===== config.mk =====
export PLATFORM = sky130hd
export DESIGN_NAME = software_timer_table_flat
export DESIGN_NICKNAME = d
export VERILOG_FILES = /design/src/hdl/stt_pkg.sv /design/src/hdl/stt_cmd_if.sv /design/src/hdl/stt_res_if.sv /design/src/hdl/software_timer_table.sv /design/src/hdl/stt_cell.sv /design/src/flat_wrapper.sv
export SDC_FILE = /design/constraint.sdc
export NUM_CORES = 2
export LEC_CHECK = 0
export BUFFER_PORTS_ARGS = -buffer_cell sky130_fd_sc_hd__buf_2
export CORE_ASPECT_RATIO = 2
export CORE_MARGIN = 4
export CORE_UTILIZATION = 55
export DETAILED_ROUTE_END_ITERATION = 8
export GPL_ROUTABILITY_DRIVEN = 0
export GPL_TIMING_DRIVEN = 0
export PLACE_DENSITY_LB_ADDON = 0.08
export SKIP_CTS_REPAIR_TIMING = 1
export SLEW_MARGIN = 0
export SYNTH_ARGS = -nofsm -noshare
export SYNTH_HDL_FRONTEND = slang
export SYNTH_HIERARCHICAL = 1
export SYNTH_SLANG_ARGS = --single-unit

===== constraint.sdc =====
create_clock -name clk_i -period 38 [get_ports clk_i]
set_input_delay 11.4 -clock clk_i [delete_from_list [all_inputs] [get_ports clk_i]]
set_output_delay 11.4 -clock clk_i [all_outputs]
set_load 0.02 [all_outputs]

===== src/hdl/stt_pkg.sv =====
// shared types and constants of the software timer table
`timescale 1ns / 1ps
package stt_pkg;

  localparam int unsigned NumTimersDef = 16;

  localparam int unsigned CmdW  = 3;
  localparam int unsigned TimeW = 48;
  localparam int unsigned DlyW  = 32;
  localparam int unsigned IdW   = 32;
  localparam int unsigned DlW   = 49;
  localparam int unsigned KindW = 2;

  localparam logic [CmdW-1:0] CmdOnce    = 3'd0;
  localparam logic [CmdW-1:0] CmdEvery   = 3'd1;
  localparam logic [CmdW-1:0] CmdUnsched = 3'd2;
  localparam logic [CmdW-1:0] CmdTick    = 3'd3;
  localparam logic [CmdW-1:0] CmdClear   = 3'd4;

  localparam logic [KindW-1:0] KindAssigned = 2'd0;
  localparam logic [KindW-1:0] KindFired    = 2'd1;
  localparam logic [KindW-1:0] KindFull     = 2'd2;

  typedef enum logic [1:0] {
    StIdle,
    StScan,
    StFinish
  } state_e;

  typedef struct packed {
    logic           valid;
    logic [IdW-1:0] ident;
    logic [DlW-1:0] deadline;
    logic [DlyW-1:0] period;
  } slot_t;

endpackage


===== src/hdl/stt_cmd_if.sv =====
// command channel of the software timer table
`timescale 1ns / 1ps
interface stt_cmd_if
  import stt_pkg::*;
  ();
  logic             valid;
  logic             ready;
  logic [CmdW-1:0]  command;
  logic [TimeW-1:0] now_ms;
  logic [DlyW-1:0]  delay_ms;
  logic [IdW-1:0]   timer_id;

  modport source (output valid, output command, output now_ms, output delay_ms,
                  output timer_id, input ready);
  modport sink (input valid, input command, input now_ms, input delay_ms,
                input timer_id, output ready);
endinterface


===== src/hdl/stt_res_if.sv =====
// result channel of the software timer table
`timescale 1ns / 1ps
interface stt_res_if
  import stt_pkg::*;
  ();
  logic             valid;
  logic             ready;
  logic [KindW-1:0] kind;
  logic [IdW-1:0]   result_id;
  logic             last;

  modport source (output valid, output kind, output result_id, output last, input ready);
  modport sink (input valid, input kind, input result_id, input last, output ready);
endinterface


===== src/hdl/software_timer_table.sv =====
// the schedule or tick beat with last set is registered in the finish state, after the full
//   slot chain rotation; a schedule, unschedule or tick is accepted only in idle, so a new
//   command waits for the rotation and the finish state of the previous one
// clear, unused commands and unschedule above the last issued id need no rotation
// result stalls hold the rotation
// reset: all slots invalid, identifier counter zero, output empty
`timescale 1ns / 1ps
module software_timer_table
  import stt_pkg::*;
#(
  parameter int unsigned NUM_TIMERS = NumTimersDef
) (
  input logic        clk_i,
  input logic        rst_ni,
  stt_cmd_if.sink    cmd_i,
  stt_res_if.source  res_o
);

  localparam int unsigned CntW = (NUM_TIMERS > 1) ? $clog2(NUM_TIMERS) : 1;
  localparam logic [CntW-1:0] CntLast = CntW'(NUM_TIMERS - 1);

  state_e state_q, state_d;

  logic [CmdW-1:0]  cmd_q;
  logic [TimeW-1:0] now_q;
  logic [DlyW-1:0]  delay_q;
  logic [IdW-1:0]   tid_q;
  logic [CntW-1:0]  cnt_q;
  logic             found_q;
  logic             pend_q;
  logic [IdW-1:0]   pend_id_q;
  logic [IdW-1:0]   last_id_q;

  logic             out_valid_q;
  logic [KindW-1:0] out_kind_q;
  logic [IdW-1:0]   out_id_q;
  logic             out_last_q;

  logic             in_acc;
  logic             can_push;
  logic             push;
  logic [KindW-1:0] push_kind;
  logic [IdW-1:0]   push_id;
  logic             push_last;
  logic             shift;
  logic             clr;
  logic             id_upd;

  logic [IdW-1:0]   id_inc;
  logic [IdW-1:0]   new_id;
  logic [DlyW-1:0]  add_op;
  logic [DlW-1:0]   sum;
  logic             due;
  logic             fire;
  logic             claim;
  slot_t            head;
  slot_t            wb;
  slot_t            ring [NUM_TIMERS];

  assign in_acc    = cmd_i.valid && cmd_i.ready;
  assign cmd_i.ready = (state_q == StIdle);
  assign can_push  = !out_valid_q || res_o.ready;
  assign clr       = in_acc && (cmd_i.command == CmdClear);

  assign id_inc = last_id_q + 32'd1;
  assign new_id = (id_inc == '0) ? 32'd1 : id_inc;

  // slot chain, head at cell 0, write-back enters at the tail
  for (genvar g = 0; g < NUM_TIMERS; g++) begin : g_cell
    slot_t rec_in;
    if (g == NUM_TIMERS - 1) begin : g_tail
      assign rec_in = wb;
    end else begin : g_mid
      assign rec_in = ring[g+1];
    end
    stt_cell u_cell (
      .clk_i  (clk_i),
      .rst_ni (rst_ni),
      .shift_i(shift),
      .clr_i  (clr),
      .rec_i  (rec_in),
      .rec_o  (ring[g])
    );
  end

  assign head   = ring[0];
  assign add_op = (cmd_q == CmdTick) ? head.period : delay_q;
  assign sum    = {1'b0, now_q} + {{(DlW - DlyW){1'b0}}, add_op};
  assign due    = head.valid && ({1'b0, now_q} > head.deadline);

  always_comb begin
    wb    = head;
    fire  = 1'b0;
    claim = 1'b0;
    case (cmd_q)
      CmdOnce, CmdEvery: begin
        if (!found_q && !head.valid) begin
          claim       = 1'b1;
          wb.valid    = 1'b1;
          wb.ident    = new_id;
          wb.deadline = sum;
          wb.period   = (cmd_q == CmdEvery) ? delay_q : '0;
        end
      end
      CmdUnsched: begin
        if (!found_q && head.valid && (head.ident == tid_q)) begin
          claim    = 1'b1;
          wb.valid = 1'b0;
        end
      end
      CmdTick: begin
        if (due) begin
          fire = 1'b1;
          if (head.period == '0) begin
            wb.valid = 1'b0;
          end else begin
            wb.deadline = sum;
          end
        end
      end
      default: begin
      end
    endcase
  end

  always_comb begin
    state_d   = state_q;
    push      = 1'b0;
    push_kind = KindFired;
    push_id   = pend_id_q;
    push_last = 1'b0;
    shift     = 1'b0;
    id_upd    = 1'b0;
    case (state_q)
      StIdle: begin
        if (in_acc) begin
          case (cmd_i.command)
            CmdOnce, CmdEvery, CmdTick: state_d = StScan;
            CmdUnsched: begin
              if (cmd_i.timer_id <= last_id_q) begin
                state_d = StScan;
              end
            end
            default: state_d = StIdle;
          endcase
        end
      end
      StScan: begin
        shift = !(fire && pend_q && !can_push);
        push  = shift && fire && pend_q;
        if (shift && (cnt_q == CntLast)) begin
          state_d = StFinish;
        end
      end
      StFinish: begin
        case (cmd_q)
          CmdOnce, CmdEvery: begin
            push_kind = found_q ? KindAssigned : KindFull;
            push_id   = found_q ? new_id : '0;
            push_last = 1'b1;
            push      = can_push;
            id_upd    = can_push && found_q;
            if (can_push) begin
              state_d = StIdle;
            end
          end
          CmdTick: begin
            push_last = 1'b1;
            push      = pend_q && can_push;
            if (!pend_q || can_push) begin
              state_d = StIdle;
            end
          end
          default: state_d = StIdle;
        endcase
      end
      default: state_d = StIdle;
    endcase
  end

  always_ff @(posedge clk_i or negedge rst_ni) begin
    if (!rst_ni) begin
      state_q     <= StIdle;
      cnt_q       <= '0;
      found_q     <= 1'b0;
      pend_q      <= 1'b0;
      last_id_q   <= '0;
      out_valid_q <= 1'b0;
    end else begin
      state_q <= state_d;
      if (in_acc) begin
        cnt_q   <= '0;
        found_q <= 1'b0;
        pend_q  <= 1'b0;
      end else if (shift) begin
        cnt_q <= (cnt_q == CntLast) ? '0 : cnt_q + 1'b1;
        if (claim) begin
          found_q <= 1'b1;
        end
        if (fire) begin
          pend_q <= 1'b1;
        end
      end
      if (id_upd) begin
        last_id_q <= new_id;
      end
      if (push) begin
        out_valid_q <= 1'b1;
      end else if (res_o.ready) begin
        out_valid_q <= 1'b0;
      end
    end
  end

  always_ff @(posedge clk_i) begin
    if (in_acc) begin
      cmd_q   <= cmd_i.command;
      now_q   <= cmd_i.now_ms;
      delay_q <= cmd_i.delay_ms;
      tid_q   <= cmd_i.timer_id;
    end
    if (shift && fire) begin
      pend_id_q <= head.ident;
    end
    if (push) begin
      out_kind_q <= push_kind;
      out_id_q   <= push_id;
      out_last_q <= push_last;
    end
  end

  assign res_o.valid     = out_valid_q;
  assign res_o.kind      = out_kind_q;
  assign res_o.result_id = out_id_q;
  assign res_o.last      = out_last_q;

`ifndef SYNTHESIS
  a_idle_cnt_zero: assert property (@(posedge clk_i) disable iff (!rst_ni)
    (state_q == StIdle) |-> (cnt_q == '0))
    else $error("scan counter not at zero while idle");

  a_id_nonzero: assert property (@(posedge clk_i) disable iff (!rst_ni)
    (last_id_q != $past(last_id_q)) |-> (last_id_q != '0))
    else $error("identifier counter issued zero");

  a_full_id_zero: assert property (@(posedge clk_i) disable iff (!rst_ni)
    (out_valid_q && (out_kind_q == KindFull)) |-> (out_id_q == '0) && out_last_q)
    else $error("table full beat with nonzero id or without last");

  a_no_push_on_stall: assert property (@(posedge clk_i) disable iff (!rst_ni)
    (out_valid_q && !res_o.ready) |-> !push)
    else $error("result overwritten while stalled");
`endif

endmodule


===== src/hdl/stt_cell.sv =====
// one timer slot of the rotating slot chain
`timescale 1ns / 1ps
module stt_cell
  import stt_pkg::*;
(
  input  logic  clk_i,
  input  logic  rst_ni,
  input  logic  shift_i,
  input  logic  clr_i,
  input  slot_t rec_i,
  output slot_t rec_o
);

  logic  valid_q;
  slot_t data_q;

  always_ff @(posedge clk_i or negedge rst_ni) begin
    if (!rst_ni) begin
      valid_q <= 1'b0;
    end else if (clr_i) begin
      valid_q <= 1'b0;
    end else if (shift_i) begin
      valid_q <= rec_i.valid;
    end
  end

  always_ff @(posedge clk_i) begin
    if (shift_i) begin
      data_q <= rec_i;
    end
  end

  always_comb begin
    rec_o       = data_q;
    rec_o.valid = valid_q;
  end

endmodule


===== src/flat_wrapper.sv =====
// flat-port wrapper written by rule: the top's interface ports become plain ports
module software_timer_table_flat import stt_pkg::*;
#(
  parameter int unsigned NUM_TIMERS = NumTimersDef
)
  (clk_i, rst_ni, cmd_i_valid, cmd_i_command, cmd_i_now_ms, cmd_i_delay_ms, cmd_i_timer_id, cmd_i_ready, res_o_valid, res_o_kind, res_o_result_id, res_o_last, res_o_ready);
  stt_cmd_if cmd_i_i ();
  stt_res_if res_o_i ();
  input logic clk_i;
  input logic rst_ni;
  input wire logic [$bits(cmd_i_i.valid)-1:0] cmd_i_valid;
  input wire logic [$bits(cmd_i_i.command)-1:0] cmd_i_command;
  input wire logic [$bits(cmd_i_i.now_ms)-1:0] cmd_i_now_ms;
  input wire logic [$bits(cmd_i_i.delay_ms)-1:0] cmd_i_delay_ms;
  input wire logic [$bits(cmd_i_i.timer_id)-1:0] cmd_i_timer_id;
  output wire logic [$bits(cmd_i_i.ready)-1:0] cmd_i_ready;
  output wire logic [$bits(res_o_i.valid)-1:0] res_o_valid;
  output wire logic [$bits(res_o_i.kind)-1:0] res_o_kind;
  output wire logic [$bits(res_o_i.result_id)-1:0] res_o_result_id;
  output wire logic [$bits(res_o_i.last)-1:0] res_o_last;
  input wire logic [$bits(res_o_i.ready)-1:0] res_o_ready;
  assign cmd_i_i.valid = cmd_i_valid;
  assign cmd_i_i.command = cmd_i_command;
  assign cmd_i_i.now_ms = cmd_i_now_ms;
  assign cmd_i_i.delay_ms = cmd_i_delay_ms;
  assign cmd_i_i.timer_id = cmd_i_timer_id;
  assign cmd_i_ready = cmd_i_i.ready;
  assign res_o_valid = res_o_i.valid;
  assign res_o_kind = res_o_i.kind;
  assign res_o_result_id = res_o_i.result_id;
  assign res_o_last = res_o_i.last;
  assign res_o_i.ready = res_o_ready;
  software_timer_table #(.NUM_TIMERS(NUM_TIMERS)) u_core (.clk_i(clk_i), .rst_ni(rst_ni), .cmd_i(cmd_i_i), .res_o(res_o_i));
endmodule

==> flow_summary.toml <==
[status]
outcome = "completed"

[worst_setup_path]
worstSetupEndpointType = "flip-flop"
criticalPathCategory = "input pin to flip-flop"
reg2reg_from = "u_core/g_cell[0].u_cell/rec_o[75]"
r2r-end = "u_core/g_cell[4].u_cell/rec_o[74]"
arrival_ps = 15390
required_ps = 38450
cp-start-kind = "input pin"
rr_worst_depth = 19
critPathMaxFanout = 50
rrSetupSlack_ps = 30980

[sta]
timing.hold.ws_ps = 408
setup_ws_ps = 23070
fin_crit_sh_pct = 39.3
slew_violations = 0
hold_viol_final = 0
tightestPinTransition_ps = 1290
rsz0062_at_grt = "false"
clock_skew_ps = 28.4
setup_violations = 0
finalCriticalPeriod_ps = 14930
finalSetupTns_ps = 0
fmaxAchievable_mhz = 67.0
slew_headroom_pct = 12.9

[synth]
synth_cell_type_count = 78
synthCells = 3441
synth-main-ff-cell = "edfxtp_1"
synth.avg_cell_area_um2 = 20.3
synth_seq_cells = 2047
synth_area_mm2 = 0.0698
synth_most_common_cell = "edfxtp_1"
synth_warnings = 6
yosysTopAreaCell = "edfxtp_1"
netlist_top_cells_count = "1990 x edfxtp_1, 236 x nand2_1, 131 x o21ai_0"
seq_area_frac_synth_pct = 87.6
synth_edf_count = 1990
yosysTopAreaCellShare_pct = 85.6
async_reset_ff_share_pct = 2.78
synth.area.top_cells = "edfxtp_1 86%, ha_1 2.1%, dfrtp_1 2.0%"
syn_nets = 3678

[clock_tree]
cts.sinks = 2047
clk_path_buf_depth = 3
tritoncts = "yes"
htree_levels = 4
path_clk_slew_ps = 70
cts_buffers = 169
cts_root_buf = "clkbuf_16"
clkLatencyLatePin_ps = 790

[die]
fp.dieH_um = 512
die-area_mm2 = 0.133
core_mm2 = 0.126
start_util_pct = 55.5
die_w_um = 260
ioPinCount = 156
rows = 184

[hold_path]
holdPathStages = 0
min_from = "u_core/g_cell[1].u_cell/rec_o[15]"
hold_path_end = "u_core/g_cell[0].u_cell/rec_o[15]"
hold_class = "flip-flop to flip-flop"

[final_layout]
drive_gt1_share_pct = 13.1
final_nets = 4050
syn2layout_area_growth_pct = 13.3

[place]
numPortBuffers = 155
dp_slack_ps = 22230
dp_hpwl_mm = 87.2

[power]
irDropWorstVdd_mv = 0.0632
power_density_mw_per_mm2 = 93.5
power_mw = 7.40
leakage_nw = 27.8

[route]
ant_nets = 0
viasPerCell = 5.62
met3_length_mm = 8.32
vias = 31600
wl_met2_mm = 64.0
drcViolationCount = 0
dr.pass1.iters = 9
routedWlPerCell_um = 24.0
maxUsedRoutingLayer = "met5"
drtIter0Drc = 3067
wirelength_mm = 135
met1_length_mm = 52.1

[job]
cap_violations = 0

[global_routing]
overflow = 0
grt_first_pass_wirelength_mm = 201
grtUsageTotal_pct = 20.4
grt_pass1_vias = 32200
antenna_found_initial = 14
grt_max_degree = 73
==> critical path, cell delays in order <==
cell and delay (ps):
buf_2 140, nor2b_4 70, nand2_2 90, o21a_1 160, a21oi_4 80, clkinvlp_4 510, buf_16 260, buf_12 250
buf_12 270, buf_12 300, buf_12 300, buf_12 290, buf_12 280, buf_12 290, buf_12 290, buf_12 290
==> sequential cells by signal, summed over array words and instances (netlist names) <==
signal                        flops
u_core/res_o.kind                 2
u_core/delay_q                   32
u_core/tid_q                     32
u_core/res_o.last                 1
u_core/res_o.valid                1
u_core/now_q                     48
u_core/pend_id_q                 32
u_core/res_o.result_id           32
u_core/state_q                    2
u_core/pend_q                     1
u_core/cnt_q                      4
u_core/last_id_q                 32
u_core/g_cell.u_cell/valid_q     16
u_core/found_q                    1
u_core/cmd_q                      3
u_core/g_cell.u_cell/rec_o     1808
==> worst max-delay path by stage <==
stage	startpoint	to	slack, ps	depth (start not counted)
2_1_floorplan	res_o_ready	u_core/g_cell[0].u_cell/rec_o[0]	-2070	5
3_3_place_gp	res_o_ready	u_core/g_cell[6].u_cell/rec_o[17]	-10520	6
3_5_place_dp	res_o_ready	u_core/g_cell[7].u_cell/rec_o[74]	22230	16
4_1_cts	res_o_ready	u_core/g_cell[9].u_cell/rec_o[74]	23130	16
5_1_grt	res_o_ready	u_core/g_cell[0].u_cell/rec_o[74]	22880	16
6_report	res_o_ready	u_core/g_cell[4].u_cell/rec_o[74]	23070	16
==> kinds of logic after synthesis <==
group	count (synthesis)	share of synthesized area, %
DFF	2047	87.6
and+or+nand+nor	574	3.86
AOI/OAI and AO/OA	341	2.91
buffers and inverters	186	1.16
xor gates and xnor gates	124	1.57
adders and majority gates	118	2.12
muxes	51	0.788
==> cell type report <==
class,count,area (um2)
diodes,5,12.5
inverters,107,410
multi-input cells,1208,7900
plain buffers,79,407
fillers,8643,46800
well taps,1674,2090
clock buffers,210,4420
flip-flops and latches,2047,61200
clock inverters,98,997
repair buffers,201,1700
==> cell usage in the layout (no fill, tap or decap), types with 19 or more instances in the layout <==
master	synthesis	layout
a21oi_1	93	92
buf_12	0	41
buf_2	7	161
buf_4	20	23
clkbuf_1	47	85
clkbuf_16	0	170
clkinv_1	2	44
clkinv_2	0	20
dfrtp_1	57	57
edfxtp_1	1990	1990
ha_1	117	117
inv_1	105	103
mux2_2	32	32
mux2i_1	19	19
nand2_1	236	235
nand3_1	71	71
nand4_1	43	43
nor2_1	110	109
nor3_1	26	26
nor4_1	21	20
o21ai_0	131	131
xnor2_1	88	88
xor2_1	35	35
==> power breakdown <==
group | total (mW) | switching, mW | internal (mW)
registers | 4.54 | 0.374 | 4.17
logic | 1.15 | 0.858 | 0.295
clock network | 1.70 | 0.783 | 0.919
==> through the flow <==
step	util (%)	instance area, um2	std cells
after global routing	62.8	79100	5627
after global placement	57.8	72700	5270
after floorplan	-	69900	3441
after CTS	62.8	79100	5624
final	62.8	79100	5629
after detailed placement	58.5	73700	5316
==> routing by layer <==
metal	GRT usage, %	vias up
met5	0	-
met1	25.8	15900
met3	4.44	470
met2	31.7	1237
li1	-	14000
met4	14.1	12
(Power assumes the default switching activity.)
